File: config.mk
export PLATFORM = sky130hd
export DESIGN_NAME = resource_grant_arbiter_cooldown
export DESIGN_NICKNAME = d
export VERILOG_FILES = /design/src/rtl/rgac_pkg.sv /design/src/rtl/resource_grant_arbiter_cooldown.sv /design/src/rtl/rgac_cmp.sv /design/src/rtl/rgac_slots.sv
export SDC_FILE = /design/constraint.sdc
export NUM_CORES = 1
export LEC_CHECK = 0
export BUFFER_PORTS_ARGS = -buffer_cell sky130_fd_sc_hd__buf_2
export CAP_MARGIN = 40
export CORE_MARGIN = 3
export CORE_UTILIZATION = 50
export DETAILED_ROUTE_END_ITERATION = 12
export PLACE_DENSITY = 0.68
export SETUP_SLACK_MARGIN = 0.05
export SYNTH_ARGS = -nofsm -noshare
export SYNTH_HDL_FRONTEND = slang
export SYNTH_HIERARCHICAL = 1
export SYNTH_SLANG_ARGS = --single-unit
File: constraint.sdc
create_clock -name clk -period 8 [get_ports clk]
set_input_delay 0.8 -clock clk [delete_from_list [all_inputs] [get_ports clk]]
set_output_delay 0.8 -clock clk [all_outputs]
set_load 0.02 [all_outputs]
File: src/rtl/rgac_pkg.sv
// shared types and constants for the resource grant arbiter with cooldown
// no dependencies; imported by every module of the block
package rgac_pkg;

    // input action codes
    localparam logic [1:0] ACT_TICK     = 2'd0;
    localparam logic [1:0] ACT_REQUEST  = 2'd1;
    localparam logic [1:0] ACT_RELEASE  = 2'd2;
    localparam logic [1:0] ACT_WITHDRAW = 2'd3;

    // configuration register indexes (paddr[3:2])
    localparam logic [1:0] REG_POLICY   = 2'd0;
    localparam logic [1:0] REG_COOLDOWN = 2'd1;
    localparam logic [1:0] REG_BURNOUT  = 2'd2;

    // policy codes
    localparam logic POL_ARRIVAL  = 1'b0;
    localparam logic POL_DEADLINE = 1'b1;

    localparam int TIME_W  = 32;
    localparam int ID_W    = 8;
    localparam int COUNT_W = 5;
    localparam logic [TIME_W-1:0] TIME_MAX = '1;

    // one waiter slot
    typedef struct packed {
        logic [ID_W-1:0]   owner;
        logic [TIME_W-1:0] arrival;
        logic [TIME_W-1:0] deadline;
    } slot_entry_t;

    // result of the shared key compare unit
    typedef struct packed {
        logic lt;
        logic eq;
    } cmp_res_t;

endpackage

File: src/rtl/resource_grant_arbiter_cooldown.sv
// top level of the resource grant arbiter with cooldown: apb registers,
// sequencer and result registers; uses rgac_pkg, rgac_slots and rgac_cmp
//
// Start is taken when start is high and busy is low; one result follows each
// request, shown for exactly one cycle with done high, and the receiver cannot
// stall it. For a tick, request or release, the action state applies the action,
// then a single shared key comparator visits one waiter slot per cycle to find
// the winner, then the grant state applies the grant and registers the result.
// A withdraw adds a search before the scan, as the same comparator searches the
// slots for the requester's identity.
// busy stays high until done, and the next start may be taken in the done cycle.
// Configuration: policy at 0x0, cooldown_ms at 0x4, burnout_ms at 0x8.
module resource_grant_arbiter_cooldown
    import rgac_pkg::*;
#(
    parameter int WAITER_SLOTS = 2
)
(
    input  logic                clk,
    input  logic                rst_n,
    input  logic                psel,
    input  logic                penable,
    input  logic                pwrite,
    input  logic [3:0]          paddr,
    input  logic [31:0]         pwdata,
    output logic [31:0]         prdata,
    output logic                pready,
    input  logic                start,
    output logic                busy,
    input  logic [1:0]          action,
    input  logic [ID_W-1:0]     requester_id,
    input  logic [TIME_W-1:0]   compile_start,
    output logic                done,
    output logic                granted,
    output logic [ID_W-1:0]     grant_id,
    output logic                rejected,
    output logic                busy_res,
    output logic [COUNT_W-1:0]  waiting
);

    localparam int IDX_W = (WAITER_SLOTS > 2) ? $clog2(WAITER_SLOTS) : 1;
    localparam logic [IDX_W-1:0] IDX_LAST = IDX_W'(WAITER_SLOTS - 1);

    localparam logic [2:0] S_IDLE  = 3'd0;
    localparam logic [2:0] S_ACT   = 3'd1;
    localparam logic [2:0] S_WDRAW = 3'd2;
    localparam logic [2:0] S_PICK  = 3'd3;
    localparam logic [2:0] S_DONE  = 3'd4;

    // configuration registers
    logic        policy_reg;
    logic [15:0] cooldown_reg;
    logic [15:0] burnout_reg;
    logic        cfg_wr;

    // control state
    logic [2:0]        state_reg, state_next;
    logic [IDX_W-1:0]  idx_reg, idx_next;
    logic [TIME_W-1:0] now_reg, now_next;
    logic              held_reg, held_next;
    logic              ever_rel_reg, ever_rel_next;
    logic [TIME_W-1:0] rel_time_reg, rel_time_next;
    logic              best_valid_reg, best_valid_next;
    logic              rej_reg, rej_next;

    // payload captured with the request and scan results
    logic [1:0]        act_reg;
    logic [ID_W-1:0]   id_reg;
    logic [TIME_W-1:0] start_reg;
    logic [IDX_W-1:0]  best_idx_reg, best_idx_next;
    logic [TIME_W-1:0] lead_key_reg, lead_key_next;

    // result registers
    logic               done_reg, done_next;
    logic               granted_reg, granted_next;
    logic [ID_W-1:0]    grant_id_reg, grant_id_next;
    logic               rejected_reg, rejected_next;
    logic               busy_res_reg, busy_res_next;
    logic [COUNT_W-1:0] waiting_reg, waiting_next;

    // slot store interface
    logic                    slot_wr_en;
    logic [IDX_W-1:0]        slot_wr_idx;
    slot_entry_t             slot_wr_data;
    logic                    slot_clr_en;
    logic [IDX_W-1:0]        slot_clr_idx;
    logic [IDX_W-1:0]        slot_rd_idx;
    slot_entry_t             slot_rd_data;
    logic [WAITER_SLOTS-1:0] slot_active;

    // compare unit interface
    logic [TIME_W-1:0] cmp_a;
    logic [TIME_W-1:0] cmp_b;
    cmp_res_t          cmp_res;

    // helpers
    logic              accept;
    logic              full;
    logic [IDX_W-1:0]  free_idx;
    logic [TIME_W:0]   dl_sum;
    logic [TIME_W-1:0] deadline;
    logic [TIME_W:0]   cool_sum;
    logic              cool_over;
    logic              grant_ok;
    logic [COUNT_W-1:0] active_cnt;
    logic [TIME_W-1:0] scan_key;

    // apb port
    assign pready = 1'b1;
    assign cfg_wr = psel & penable & pwrite;

    always_comb
    begin
        case (paddr[3:2])
            REG_POLICY:   prdata = {31'd0, policy_reg};
            REG_COOLDOWN: prdata = {16'd0, cooldown_reg};
            REG_BURNOUT:  prdata = {16'd0, burnout_reg};
            default:      prdata = '0;
        endcase
    end

    always_ff @(posedge clk or negedge rst_n)
    begin
        if (!rst_n)
        begin
            policy_reg   <= POL_ARRIVAL;
            cooldown_reg <= '0;
            burnout_reg  <= '0;
        end
        else if (cfg_wr)
        begin
            case (paddr[3:2])
                REG_POLICY:   policy_reg   <= pwdata[0];
                REG_COOLDOWN: cooldown_reg <= pwdata[15:0];
                REG_BURNOUT:  burnout_reg  <= pwdata[15:0];
                default:      ;
            endcase
        end
    end

    assign busy   = (state_reg != S_IDLE);
    assign accept = start & ~busy;

    // slot store and shared comparator
    rgac_slots #(
        .WAITER_SLOTS(WAITER_SLOTS),
        .IDX_W       (IDX_W)
    ) u_slots (
        .clk    (clk),
        .rst_n  (rst_n),
        .wr_en  (slot_wr_en),
        .wr_idx (slot_wr_idx),
        .wr_data(slot_wr_data),
        .clr_en (slot_clr_en),
        .clr_idx(slot_clr_idx),
        .rd_idx (slot_rd_idx),
        .rd_data(slot_rd_data),
        .active (slot_active)
    );

    rgac_cmp u_cmp (
        .a  (cmp_a),
        .b  (cmp_b),
        .res(cmp_res)
    );

    // lowest free slot
    always_comb
    begin
        full     = 1'b1;
        free_idx = '0;
        for (int s = WAITER_SLOTS - 1; s >= 0; s--)
        begin
            if (!slot_active[s])
            begin
                full     = 1'b0;
                free_idx = IDX_W'(s);
            end
        end
    end

    // active slot count
    always_comb
    begin
        active_cnt = '0;
        for (int s = 0; s < WAITER_SLOTS; s++)
        begin
            active_cnt = active_cnt + COUNT_W'(slot_active[s]);
        end
    end

    // saturating deadline
    assign dl_sum   = {1'b0, start_reg} + {17'd0, burnout_reg};
    assign deadline = dl_sum[TIME_W] ? TIME_MAX : dl_sum[TIME_W-1:0];

    // cooldown test: release time plus cooldown strictly below now
    assign cool_sum  = {1'b0, rel_time_reg} + {17'd0, cooldown_reg};
    assign cool_over = ~ever_rel_reg | (cool_sum < {1'b0, now_reg});
    assign grant_ok  = ~held_reg & cool_over & best_valid_reg;

    // compare operands: owner match while withdrawing, key order while picking
    assign scan_key = (policy_reg == POL_DEADLINE) ? slot_rd_data.deadline
                                                   : slot_rd_data.arrival;
    always_comb
    begin
        if (state_reg == S_WDRAW)
        begin
            cmp_a = {{(TIME_W-ID_W){1'b0}}, slot_rd_data.owner};
            cmp_b = {{(TIME_W-ID_W){1'b0}}, id_reg};
        end
        else
        begin
            cmp_a = scan_key;
            cmp_b = lead_key_reg;
        end
    end

    assign slot_rd_idx = (state_reg == S_DONE) ? best_idx_reg : idx_reg;

    // sequencer
    always_comb
    begin
        state_next      = state_reg;
        idx_next        = idx_reg;
        now_next        = now_reg;
        held_next       = held_reg;
        ever_rel_next   = ever_rel_reg;
        rel_time_next   = rel_time_reg;
        best_valid_next = best_valid_reg;
        best_idx_next   = best_idx_reg;
        lead_key_next   = lead_key_reg;
        rej_next        = rej_reg;
        done_next       = 1'b0;
        granted_next    = granted_reg;
        grant_id_next   = grant_id_reg;
        rejected_next   = rejected_reg;
        busy_res_next   = busy_res_reg;
        waiting_next    = waiting_reg;
        slot_wr_en      = 1'b0;
        slot_wr_idx     = free_idx;
        slot_wr_data.owner    = id_reg;
        slot_wr_data.arrival  = now_reg;
        slot_wr_data.deadline = deadline;
        slot_clr_en     = 1'b0;
        slot_clr_idx    = idx_reg;

        case (state_reg)
            S_IDLE:
            begin
                if (accept)
                begin
                    state_next = S_ACT;
                end
            end

            // apply the action
            S_ACT:
            begin
                rej_next        = 1'b0;
                best_valid_next = 1'b0;
                idx_next        = '0;
                state_next      = S_PICK;
                case (act_reg)
                    ACT_TICK:
                    begin
                        if (now_reg != TIME_MAX)
                        begin
                            now_next = now_reg + 1'b1;
                        end
                    end
                    ACT_REQUEST:
                    begin
                        if (full)
                        begin
                            rej_next = 1'b1;
                        end
                        else
                        begin
                            slot_wr_en = 1'b1;
                        end
                    end
                    ACT_RELEASE:
                    begin
                        held_next     = 1'b0;
                        ever_rel_next = 1'b1;
                        rel_time_next = now_reg;
                    end
                    default:
                    begin
                        state_next = S_WDRAW;
                    end
                endcase
            end

            // find and clear the lowest slot owned by the requester
            S_WDRAW:
            begin
                if (slot_active[idx_reg] && cmp_res.eq)
                begin
                    slot_clr_en = 1'b1;
                    idx_next    = '0;
                    state_next  = S_PICK;
                end
                else if (idx_reg == IDX_LAST)
                begin
                    idx_next   = '0;
                    state_next = S_PICK;
                end
                else
                begin
                    idx_next = idx_reg + 1'b1;
                end
            end

            // smallest key, lower slot on ties
            S_PICK:
            begin
                if (slot_active[idx_reg] && (!best_valid_reg || cmp_res.lt))
                begin
                    best_valid_next = 1'b1;
                    best_idx_next   = idx_reg;
                    lead_key_next   = scan_key;
                end
                if (idx_reg == IDX_LAST)
                begin
                    state_next = S_DONE;
                end
                else
                begin
                    idx_next = idx_reg + 1'b1;
                end
            end

            // apply the grant and register the result
            S_DONE:
            begin
                done_next     = 1'b1;
                rejected_next = rej_reg;
                slot_clr_idx  = best_idx_reg;
                if (grant_ok)
                begin
                    slot_clr_en   = 1'b1;
                    held_next     = 1'b1;
                    granted_next  = 1'b1;
                    grant_id_next = slot_rd_data.owner;
                    busy_res_next = 1'b1;
                    waiting_next  = active_cnt - 1'b1;
                end
                else
                begin
                    granted_next  = 1'b0;
                    grant_id_next = '0;
                    busy_res_next = held_reg;
                    waiting_next  = active_cnt;
                end
                state_next = S_IDLE;
            end

            default:
            begin
                state_next = S_IDLE;
            end
        endcase
    end

    // control registers
    always_ff @(posedge clk or negedge rst_n)
    begin
        if (!rst_n)
        begin
            state_reg      <= S_IDLE;
            idx_reg        <= '0;
            now_reg        <= '0;
            held_reg       <= 1'b0;
            ever_rel_reg   <= 1'b0;
            rel_time_reg   <= '0;
            best_valid_reg <= 1'b0;
            rej_reg        <= 1'b0;
            done_reg       <= 1'b0;
        end
        else
        begin
            state_reg      <= state_next;
            idx_reg        <= idx_next;
            now_reg        <= now_next;
            held_reg       <= held_next;
            ever_rel_reg   <= ever_rel_next;
            rel_time_reg   <= rel_time_next;
            best_valid_reg <= best_valid_next;
            rej_reg        <= rej_next;
            done_reg       <= done_next;
        end
    end

    // payload registers
    always_ff @(posedge clk)
    begin
        if (accept)
        begin
            act_reg   <= action;
            id_reg    <= requester_id;
            start_reg <= compile_start;
        end
        best_idx_reg <= best_idx_next;
        lead_key_reg <= lead_key_next;
        granted_reg  <= granted_next;
        grant_id_reg <= grant_id_next;
        rejected_reg <= rejected_next;
        busy_res_reg <= busy_res_next;
        waiting_reg  <= waiting_next;
    end

    assign done     = done_reg;
    assign granted  = granted_reg;
    assign grant_id = grant_id_reg;
    assign rejected = rejected_reg;
    assign busy_res = busy_res_reg;
    assign waiting  = waiting_reg;

    // checks
    a_done_after_grant_step: assert property (@(posedge clk) disable iff (!rst_n)
        (state_reg == S_DONE) |=> done_reg)
        else $error("result strobe missing after grant step");

    a_done_only_from_grant_step: assert property (@(posedge clk) disable iff (!rst_n)
        done_reg |-> $past(state_reg == S_DONE))
        else $error("result strobe without grant step");

    a_grant_holds_resource: assert property (@(posedge clk) disable iff (!rst_n)
        (done_reg && granted_reg) |-> (busy_res_reg && held_reg))
        else $error("grant reported while resource free");

    a_reject_only_request: assert property (@(posedge clk) disable iff (!rst_n)
        (done_reg && rejected_reg) |-> (act_reg == ACT_REQUEST))
        else $error("reject on an action other than request");

    a_waiting_bound: assert property (@(posedge clk) disable iff (!rst_n)
        done_reg |-> (waiting_reg <= COUNT_W'(WAITER_SLOTS)))
        else $error("waiter count above slot count");

endmodule

File: src/rtl/rgac_cmp.sv
// shared key compare unit: unsigned less-than and equality on 32-bit keys
// depends on rgac_pkg
module rgac_cmp
    import rgac_pkg::*;
(
    input  logic [TIME_W-1:0] a,
    input  logic [TIME_W-1:0] b,
    output cmp_res_t          res
);

    // one magnitude compare and one equality test
    always_comb
    begin
        res.lt = (a < b);
        res.eq = (a == b);
    end

endmodule

File: src/rtl/rgac_slots.sv
// waiter slot store: active bits plus owner, arrival and deadline per slot
// depends on rgac_pkg
module rgac_slots
    import rgac_pkg::*;
#(
    parameter int WAITER_SLOTS = 2,
    parameter int IDX_W        = 1
)
(
    input  logic                    clk,
    input  logic                    rst_n,
    input  logic                    wr_en,
    input  logic [IDX_W-1:0]        wr_idx,
    input  slot_entry_t             wr_data,
    input  logic                    clr_en,
    input  logic [IDX_W-1:0]        clr_idx,
    input  logic [IDX_W-1:0]        rd_idx,
    output slot_entry_t             rd_data,
    output logic [WAITER_SLOTS-1:0] active
);

    logic [WAITER_SLOTS-1:0] active_reg;
    logic [WAITER_SLOTS-1:0] active_next;
    slot_entry_t             entry_reg [WAITER_SLOTS];

    // active bits: set on write, cleared on grant or withdraw
    always_comb
    begin
        active_next = active_reg;
        if (wr_en)
        begin
            active_next[wr_idx] = 1'b1;
        end
        if (clr_en)
        begin
            active_next[clr_idx] = 1'b0;
        end
    end

    always_ff @(posedge clk or negedge rst_n)
    begin
        if (!rst_n)
        begin
            active_reg <= '0;
        end
        else
        begin
            active_reg <= active_next;
        end
    end

    // slot payload, no reset
    always_ff @(posedge clk)
    begin
        if (wr_en)
        begin
            entry_reg[wr_idx] <= wr_data;
        end
    end

    assign rd_data = entry_reg[rd_idx];
    assign active  = active_reg;

endmodule
==> metrics.md, run 1 <==
| Metric | Value |
|---|---|
| Period Utilization, post-route | 77.6% |
| CP endpoint kind | flop |
| Commonest non-fill, non-tap cell in the layout | edfxtp_1 |
| Final Util | a little under three fifths |
| Slew @ Worst Pin | about 0.93 ns |
| Post-DR vias/cell | 5.46 |
| Initial Utilization | between 50 and 60% |
| Vias | 11191 |
| CP Data Arrival Time | roughly 6.4 ns |
| Sequential area share after synthesis | 54.4% |
| Rel. slew slack | 37.3% |
| RSZ-0062 raised after global routing | no |
| Crit path time final | 6.21 ns |
| # placed instances | 1978 |
| Global-route wire length before repair | slightly above 60000 um |
| WL/cell | about 19 um |
| WP data required | roughly 8.2 ns |
| Initial antenna violation count | 0 |
| Seq cells post-synth | 341 |
| Number of global-route vias before repair | 11271 |
| Port Buffers | 99 |
| Clk buf depth | 3 |
| Class of the most critical setup path | reg2reg |
| DRC | 0 |
| Inserted Clock Buffers | 38 |
| MaxCap Viol Count | 0 |
| Setup ws final | approximately 1.8 ns |
| RePlAce Congestion | ~0.85 |
| Max FFs per register | 144 |
| DRT iter0 DRCs | roughly 650 |
| # rows | ~70 |
| Chip Width | around 190 um |
| Clk root buf | clkbuf_16 |
| Area of the core | roughly 0.035 mm2 |
| Synth Warn # | 6 |
| Clk slew on worst S/H paths | 0.06 ns |
| Final Hold Viols | 0 |
| # H-tree levels | 2 |
| VDD IR-drop max | ~240 uV |
| Max-slew violations | 0 |
| Area growth syn-to-layout | 12.3% |
| Power Density | between 300 and 400 mW/mm2 |
| Largest net degree at the start of global routing | 70 |
| Status | complete, no violations |
| Hold bufs inserted after CTS | 0 |
| Gr usage total | around 20% |
| Worst flop-to-flop path endpoint | lead_key_reg[13]$_DFFE_PP_ |
| Post-synth EDFFs | between 200 and 250 |
| Final Setup Violations | 0 |
| Drt first pass iters | 5 |
| CTS resizes | 0 |
| R2r setup slk | around 1.8 ns |
| CP Max Fanout | slightly below 70 |
| Reg2reg start | state_reg[0]$_DFFE_PN0P_ |
| Post-CTS Setup Bufs | 0 |
| Share of layout cells above drive strength 1 | about a fifth |
| Antenna diodes | 0 |
| Die height | between 150 and 200 um |
| Pre-CTS WS | approximately 1.8 ns |
| Gate Count Post-Synth | 1452 |
| Routed wire length | 37900 um |
| Ports | 135 |
| Post-route ant nets | 0 |
| Gr ovfl total | 0 |
| Final nets | approximately 1700 |
| Netlist cell types | 76 |
| Clock latency at the later pin of the worst-skew pair | ~0.53 ns |
| Asr flop ratio synth | a little under a third |
| Peak Freq | roughly 160 MHz |
| Commonest non-fill, non-tap cells in the layout | 233 x edfxtp_1, 135 x nand2_1, 108 x dfrtp_1 |
| Die area | 0.0380 mm2 |
| CTS sink count | 341 |
| P_leak | about 8 nW |
| Mapped cell area | between 0.015 and 0.02 mm2 |
| Fin Setup TNS | 0 ns |
| TritonCTS clock tree | done |
| Non-Filler Instances | about 2000 |
| Startpoint type of the worst setup path | flop |
| Reg2reg path depth | 18 |
| Predominant post-synthesis flop cell | edfxtp_1 |
| Worst hold path class | in2async |
| Hpwl dp | 27000 um |
| Mean cell area of the mapped netlist | 12.3 um2 |
| Clock skew | between 0.02 and 0.025 ns |
==> area by class of cell <==
type / count / area [um2]
Clock buffer: 50 / 1060
Clock inverter: 20 / 175
Fill cell: 2839 / 14800
Inverter: 90 / 338
Multi-Input combinational cell: 974 / 7440
Sequential cell: 341 / 9700
Tap cell: 455 / 569
Timing Repair Buffer: 118 / 737
==> Yosys cell counts (3+ instances only) <==
cell / number / area share [%]
o21bai_1: 4 / 0.17
and3_1: 22 / 0.77
buf_12: 7 / 0.79
nor3b_1: 8 / 0.34
and2_1: 50 / 1.8
dfrtp_1: 108 / 15
nor4_1: 4 / 0.14
mux2_4: 70 / 5.9
or3_1: 7 / 0.25
a211oi_1: 7 / 0.29
clkbuf_1: 25 / 0.53
buf_4: 20 / 0.84
o211ai_1: 6 / 0.25
nor2_1: 68 / 1.4
mux2_2: 72 / 4.5
xnor2_1: 52 / 2.6
nand4_1: 21 / 0.74
nand2_1: 135 / 2.8
and4_1: 9 / 0.44
nand2b_1: 12 / 0.42
ha_1: 99 / 6.9
nor3_1: 17 / 0.48
a21o_1: 13 / 0.55
a2bb2oi_1: 3 / 0.15
o21a_1: 5 / 0.21
edfxtp_1: 233 / 39
o31ai_1: 3 / 0.13
nor2b_1: 22 / 0.77
buf_2: 6 / 0.17
a221oi_1: 3 / 0.15
nand3_1: 32 / 0.90
a21oi_1: 55 / 1.5
nand3b_1: 3 / 0.13
a31oi_1: 6 / 0.21
o21ai_0: 66 / 1.9
o21ai_1: 6 / 0.17
a22o_1: 15 / 0.74
xor2_1: 21 / 1.0
inv_1: 90 / 1.9
==> critical path: stages, from the launching register on <==
cell and delay, ns:
dfrtp_1 0.47, nor2_1 0.26, nand2_1 0.13, inv_1 0.53, nand2_1 0.20, o21ai_4 0.19
buf_12 0.44, mux2_4 0.34, mux2_2 0.27, and2_1 0.17, ha_1 0.31, a21oi_1 0.14
nor2_1 0.06, a211o_1 0.29, or4b_1 0.55, a2111oi_2 0.54, nor2b_1 0.12, nor3b_2 0.23
buf_4 0.44
==> power breakdown <==
part           switching [mW]  internal [mW]  total [mW]  leakage (nW)
Clock                   0.687           1.03        1.72         0.606
Sequential              0.149           2.21        2.36          3.50
Combinational            1.22          0.983        2.20          4.04
==> kinds of logic after synthesis <==
family	count (synthesis)	share of synthesized area, %
XOR/XNOR	73	3.59
other	2	0.0421
buffers and inverters	152	4.39
AND/OR/NAND/NOR	423	12.0
AO/OA/AOI/OAI	217	7.87
flip-flops	341	54.4
adder cells (fa/ha/maj)	101	7.17
multiplexers	143	10.5
==> worst max-delay path by stage <==
stage | startpoint | to | slack, ns | cells after the start
after floorplan | state_reg[0]$_DFFE_PN0P_ | best_idx_reg$_DFFE_PP_ | 0.93 | 19
after global placement | state_reg[0]$_DFFE_PN0P_ | lead_key_reg[12]$_DFFE_PP_ | 1.89 | 18
after detailed placement | state_reg[0]$_DFFE_PN0P_ | lead_key_reg[13]$_DFFE_PP_ | 1.77 | 18
after CTS | state_reg[0]$_DFFE_PN0P_ | lead_key_reg[13]$_DFFE_PP_ | 1.71 | 18
after global routing | state_reg[0]$_DFFE_PN0P_ | lead_key_reg[13]$_DFFE_PP_ | 1.45 | 18
final | state_reg[0]$_DFFE_PN0P_ | lead_key_reg[13]$_DFFE_PP_ | 1.79 | 18
==> metrics by stage <==
step	power [mW]	hold WS [ns]	area [um2]
after global routing	6.69	0.247	20000
after floorplan	4.11	0.425	17900
after detailed placement	4.59	0.438	18800
after global placement	4.51	0.435	18700
final	6.27	0.222	20000
after CTS	6.33	0.225	20000
==> per-layer routing <==
| layer | wire [um] | share of wire (%) | global-route usage (%) | vias to the layer above |
|---|---|---|---|---|
| li1 | - | - | - | 5431 |
| met1 | 17100 | 45 | 27.4 | 5445 |
| met2 | 18000 | 48 | 32.8 | 245 |
| met3 | 1650 | 4.4 | 3.17 | 70 |
| met4 | 1100 | 2.9 | 6.28 | 0 |
| met5 | 0 | 0 | 0 | - |
Note: power is estimated with default switching activity, not from simulation.
==> run 2: changes to the inputs <==
clock period = 6.1 ns   (was 8 ns; I/O delays follow)
==> run 2 against run 1 <==
Against the previous run:
- highest routed layer unchanged
- die area is the same
- core utilization grew 0.27 points
- clock skew down 0.0013 ns
- cell count grew 0.29%
- sequential share of layout area is 0.23 points lower
- sequential power up 31%
- largest cell class unchanged
==> metrics.md, run 2 (synthesis gave the netlist of run 1 again) <==
| Metric | Value |
|---|---|
| Share of layout cells above drive strength 1 | a little over a fifth |
| Port Buffers | a little under 100 |
| Pre-CTS WS | about 0.92 ns |
| Commonest non-fill, non-tap cell in the layout | edfxtp_1 |
| Startpoint type of the worst setup path | flop |
| WP data required | 6.38 ns |
| Hpwl dp | 27600 um |
| Area of the core | 0.0348 mm2 |
| Slew @ Worst Pin | a little under 0.9 ns |
| Worst hold path class | in2async |
| Slowest CP cell | o31ai_1 |
| Die area | approximately 0.038 mm2 |
| Fin Setup TNS | 0 ns |
| Peak Freq | between 150 and 200 MHz |
| Max FFs per register | 144 |
| Most Frequent Cell on Critical Path | a21oi_1 |
| CTS resizes | 0 |
| Vias | ~11000 |
| Clock skew | ~0.022 ns |
| TritonCTS clock tree | done |
| Gr ovfl total | 0 |
| Drt first pass iters | 5 |
| Hold Slack | between 0.05 and 0.06 ns |
| RePlAce Congestion | 0.862 |
| Routed wire length | 38100 um |
| CP endpoint kind | flop |
| MaxCap Viol Count | 0 |
| DRT iter0 DRCs | ~710 |
| Final Util | between 50% and 60% |
| WL/cell | around 19 um |
| CTS sink count | 341 |
| Setup ws final | slightly above 0.8 ns |
| Area growth syn-to-layout | 12.8% |
| Final Setup Violations | 0 |
| Initial antenna violation count | 0 |
| Period Utilization, post-route | a little under nine tenths |
| Clk root buf | clkbuf_16 |
| Ports | 135 |
| Antenna diodes | 0 |
| Final Hold Viols | 0 |
| DRC | 0 |
| # H-tree levels | 2 |
| Class of the most critical setup path | reg2reg |
| CP Max Fanout | 15 |
| Max-slew violations | 0 |
| Commonest non-fill, non-tap cells in the layout | 233 x edfxtp_1, 135 x nand2_1, 108 x dfrtp_1 |
| Gr usage total | between 20% and 30% |
| CP Data Arrival Time | 5.54 ns |
| Rel. slew slack | approximately two fifths |
| # rows | a little under 70 |
| Post-CTS Setup Bufs | 0 |
| Largest net degree at the start of global routing | 64 |
| Status | complete, no violations |
| Crit path time final | about 5.3 ns |
| Final nets | between 1500 and 2000 |
| Clock latency at the later pin of the worst-skew pair | between 0.5 and 0.6 ns |
| Post-DR vias/cell | ~5.5 |
| Die height | around 190 um |
| Global-route wire length before repair | a little over 60000 um |
| RSZ-0062 raised after global routing | no |
| VDD IR-drop max | 261 uV |
| Chip Width | ~190 um |
| Initial Utilization | between 50% and 60% |
| Hold bufs inserted after CTS | 0 |
| Clk slew on worst S/H paths | approximately 0.06 ns |
| Clk buf depth | 3 |
| Power Density | between 400 and 500 mW/mm2 |
| Post-route ant nets | 0 |
| Cell Chain, Critical Path | ha_1 -> inv_1 -> fa_1 -> nand2b_1 -> a21oi_1 -> o31ai_1 -> o2111ai_1 -> a21o_1 -> a21oi_1 -> xnor2_1 -> ha_1 -> nand4_1 -> nor3_1 -> o311ai_0 -> a21oi_1 -> o21ai_0 -> a31oi_4 -> buf_4 -> mux2_2 |
| Tot Pwr | 8.36 mW |
| Slowest stage delay, CP | just over 0.7 ns |
| Inserted Clock Buffers | 38 |
| P_leak | about 8 nW |
| Number of global-route vias before repair | around 11000 |
run 2: changes by cell type in the layout (fill, tap and decap cells not counted), moves of 3 or more:
cell,change
buf_4,+6
clkinv_2,-5
buf_12,+4
clkbuf_1,-4
buf_16,-3
clkinv_1,+3
run 2: area by class of cell:
class	instances	area (um2)
clock inverters	20	205
repair buffers	124	768
inverters	90	338
flip-flops and latches	341	9700
well taps	455	569
multi-input cells	974	7450
clock buffers	50	1090
fillers	2832	14700
run 2: per-stage QoR:
stage / instances / instance area (um2)
after floorplan: 1467 / 17900
after global placement: 1978 / 18700
after detailed placement: 1984 / 18800
after CTS: 2054 / 20100
after global routing: 2054 / 20100
final: 2054 / 20100
run 2: final timing paths:
path	depth (start not counted)	to	slack, ns	startpoint
worst max-delay path	19	waiting[1]$_DFFE_PP_	0.83	cooldown_reg[0]$_DFFE_PN0P_
min in group clk	1	start_reg[3]$_DFFE_PP_	0.26	compile_start[3]
worst min register to register	0	rejected$_DFFE_PP_	0.46	rej_reg$_DFFE_PN0P_
worst max register to register	19	waiting[1]$_DFFE_PP_	0.83	cooldown_reg[0]$_DFFE_PN0P_
worst min-delay path	1	rel_time_reg[3]$_DFFE_PN0P_	0.05	rst_n
max in group asynchronous	3	rel_time_reg[31]$_DFFE_PN0P_	5.07	rst_n
run 2: metal layers:
metal,vias up,track usage [%],wire length [um]
met1,5537,27.3,17000
met4,0,5.18,809
met3,47,3.14,1790
met5,-,0,0
met2,281,34.1,18500
li1,5453,-,-
run 2: where the power goes:
group / internal, mW / switching, mW / total, mW
logic: 1.33 / 1.58 / 2.91
clock network: 1.43 / 0.918 / 2.35
registers: 2.89 / 0.206 / 3.10
total: 5.65 / 2.71 / 8.36
run 2: worst max-delay path: cells and delay by family, from the launching register on:
| family | cells | cell delay, ns |
|---|---|---|
| simple gates | 3 | 0.62 |
| flops | 1 | 0.44 |
| mux | 1 | 0.35 |
| compound gates | 9 | 2.45 |
| fa+ha+maj | 3 | 0.75 |
| buf+inv | 2 | 0.29 |
| xor+xnor | 1 | 0.10 |
==> run 3: changes to the inputs <==
==> constraint.sdc (replaced) <==
create_clock -name clk -period 6.1 [get_ports clk]
set_input_delay 0.915 -clock clk [delete_from_list [all_inputs] [get_ports clk]]
set_output_delay 0.915 -clock clk [all_outputs]
set_load 0.02 [all_outputs]
==> run 3 against run 2 <==
Against the previous run:
- sequential power is essentially flat
- clock-buffer cell count fell by 2
- sequential share of layout area decreased by 0.084 points
- flip-flop and latch count did not move
- critical path type unchanged
- clock power increased by 2%
- clock skew shrank 0.0082 ns
- largest power group unchanged
- critical path depth unchanged
- die area unchanged
==> metrics.md, run 3 (synthesis gave the netlist of run 1 again) <==
| Metric | Value |
|---|---|
| Clk root buf | clkbuf_16 |
| Drt first pass iters | 6 |
| Global-route wire length before repair | around 61000 um |
| Max-slew violations | 0 |
| DRC | 0 |
| # rows | 68 |
| DP Area | ~0.019 mm2 |
| Area of the core | ~0.035 mm2 |
| Final Util | between 50 and 60% |
| VDD IR-drop max | 296 uV |
| Final Hold Viols | 0 |
| Share of layout cells above drive strength 1 | 21.7% |
| RePlAce Congestion | just under 0.9 |
| Status | complete, no violations |
| Pre-CTS WS | between 0.9 and 1 ns |
| Slew @ Worst Pin | around 0.81 ns |
| Fin Setup TNS | 0 ns |
| Rel. slew slack | between 40% and 50% |
| Commonest non-fill, non-tap cell in the layout | edfxtp_1 |
| CP Max Fanout | 15 |
| # placed instances | roughly 2000 |
| Inserted Clock Buffers | 38 |
| Crit path time final | 5.23 ns |
| Largest net degree at the start of global routing | between 50 and 60 |
| P_leak | between 8 and 9 nW |
| Worst flop-to-flop path endpoint | waiting[1]$_DFFE_PP_ |
| Reg2reg start | cooldown_reg[0]$_DFFE_PN0P_ |
| Post-CTS Setup Bufs | 0 |
| WP data required | 6.37 ns |
| Startpoint type of the worst setup path | flop |
| Clk buf depth | 3 |
| Period Utilization, post-route | roughly 86% |
| Hold bufs inserted after CTS | 0 |
| Final nets | about 1800 |
| R2r setup slk | about 0.87 ns |
| Die area | between 0.03 and 0.04 mm2 |
| Number of global-route vias before repair | roughly 11000 |
| Area growth syn-to-layout | 13.0% |
| Hpwl dp | 27300 um |
| CP endpoint kind | flop |
| Final Setup Violations | 0 |
| Port Buffers | 99 |
| Clk slew on worst S/H paths | 0.06 ns |
| Post-route ant nets | 0 |
| Power Density | ~420 mW/mm2 |
| DRT iter0 DRCs | between 600 and 700 |
| Initial Utilization | 51.2% |
| Worst hold path class | in2async |
| Initial antenna violation count | 0 |
| Vias | 11353 |
| Post-DR vias/cell | 5.53 |
| Peak Freq | 191 MHz |
| Die height | slightly below 200 um |
| Ports | approximately 140 |
| Non-Filler Instances | ~2000 |
| Clock latency at the later pin of the worst-skew pair | between 0.5 and 0.6 ns |
| RSZ-0062 raised after global routing | no |
| Setup ws final | 0.869 ns |
| Max FFs per register | around 140 |
| # H-tree levels | 2 |
| Reg2reg path depth | 19 |
| Clock skew | roughly 0.014 ns |
| CP Data Arrival Time | 5.50 ns |
| CTS sink count | between 300 and 400 |
| Class of the most critical setup path | reg2reg |
| Gr usage total | between 10% and 20% |
| Commonest non-fill, non-tap cells in the layout | 233 x edfxtp_1, 135 x nand2_1, 108 x dfrtp_1 |
| Routed wire length | 37600 um |
| Hold Slack | between 0.4 and 0.5 ns |
| TritonCTS clock tree | done |
| MaxCap Viol Count | 0 |
| Tot Pwr | roughly 8.5 mW |
| Post-route cell area | between 0.02 and 0.025 mm2 |
| CTS resizes | 0 |
| Antenna diodes | 0 |
| Gr ovfl total | 0 |
| WL/cell | around 18 um |
| Chip Width | around 190 um |
[run 3: power by group]
group | total (mW) | leakage, nW | internal [mW] | switching (mW)
Clock | 2.40 | 0.638 | 1.49 | 0.906
Sequential | 3.10 | 3.50 | 2.89 | 0.203
Combinational | 2.95 | 4.08 | 1.36 | 1.60
[run 3: layout make-up]
class                      instances  area, um2
multi-input combinational        974       7450
fill                            2821      14600
clock buffer                      48       1030
sequential                       341       9700
tap                              455        569
clock inverter                    19        284
timing repair buffer             127        782
inverter                          90        338
[run 3: critical path, stage by stage, from the launching register on]
cell and delay (ns):
dfrtp_1 0.43, ha_1 0.25, inv_1 0.07, fa_1 0.20, nand2b_1 0.14, a21oi_1 0.10
o31ai_1 0.63, o2111ai_1 0.29, a21o_1 0.24, a21oi_1 0.19, xnor2_1 0.10, ha_1 0.29
nand4_1 0.18, nor3_1 0.32, o311ai_0 0.31, a21oi_1 0.27, o21ai_0 0.21, a31oi_4 0.18
buf_4 0.22, mux2_2 0.35
[run 3: how the worst max path moves through the flow]
stage	startpoint	end	slack (ns)
floorplan	state_reg[0]$_DFFE_PN0P_	best_idx_reg$_DFFE_PP_	0.21
global placement	state_reg[0]$_DFFE_PN0P_	lead_key_reg[12]$_DFFE_PP_	0.65
detailed placement	cooldown_reg[0]$_DFFE_PN0P_	waiting[1]$_DFFE_PP_	0.99
CTS	cooldown_reg[0]$_DFFE_PN0P_	waiting[1]$_DFFE_PP_	0.94
global route	cooldown_reg[0]$_DFFE_PN0P_	waiting[1]$_DFFE_PP_	0.45
finish	cooldown_reg[0]$_DFFE_PN0P_	waiting[1]$_DFFE_PP_	0.87
[run 3: metal layers]
metal	share of wire (%)	global-route usage, %
met1	43	26.7
met5	0	0
met4	2.2	5.31
met2	49	33.7
met3	6.1	3.54
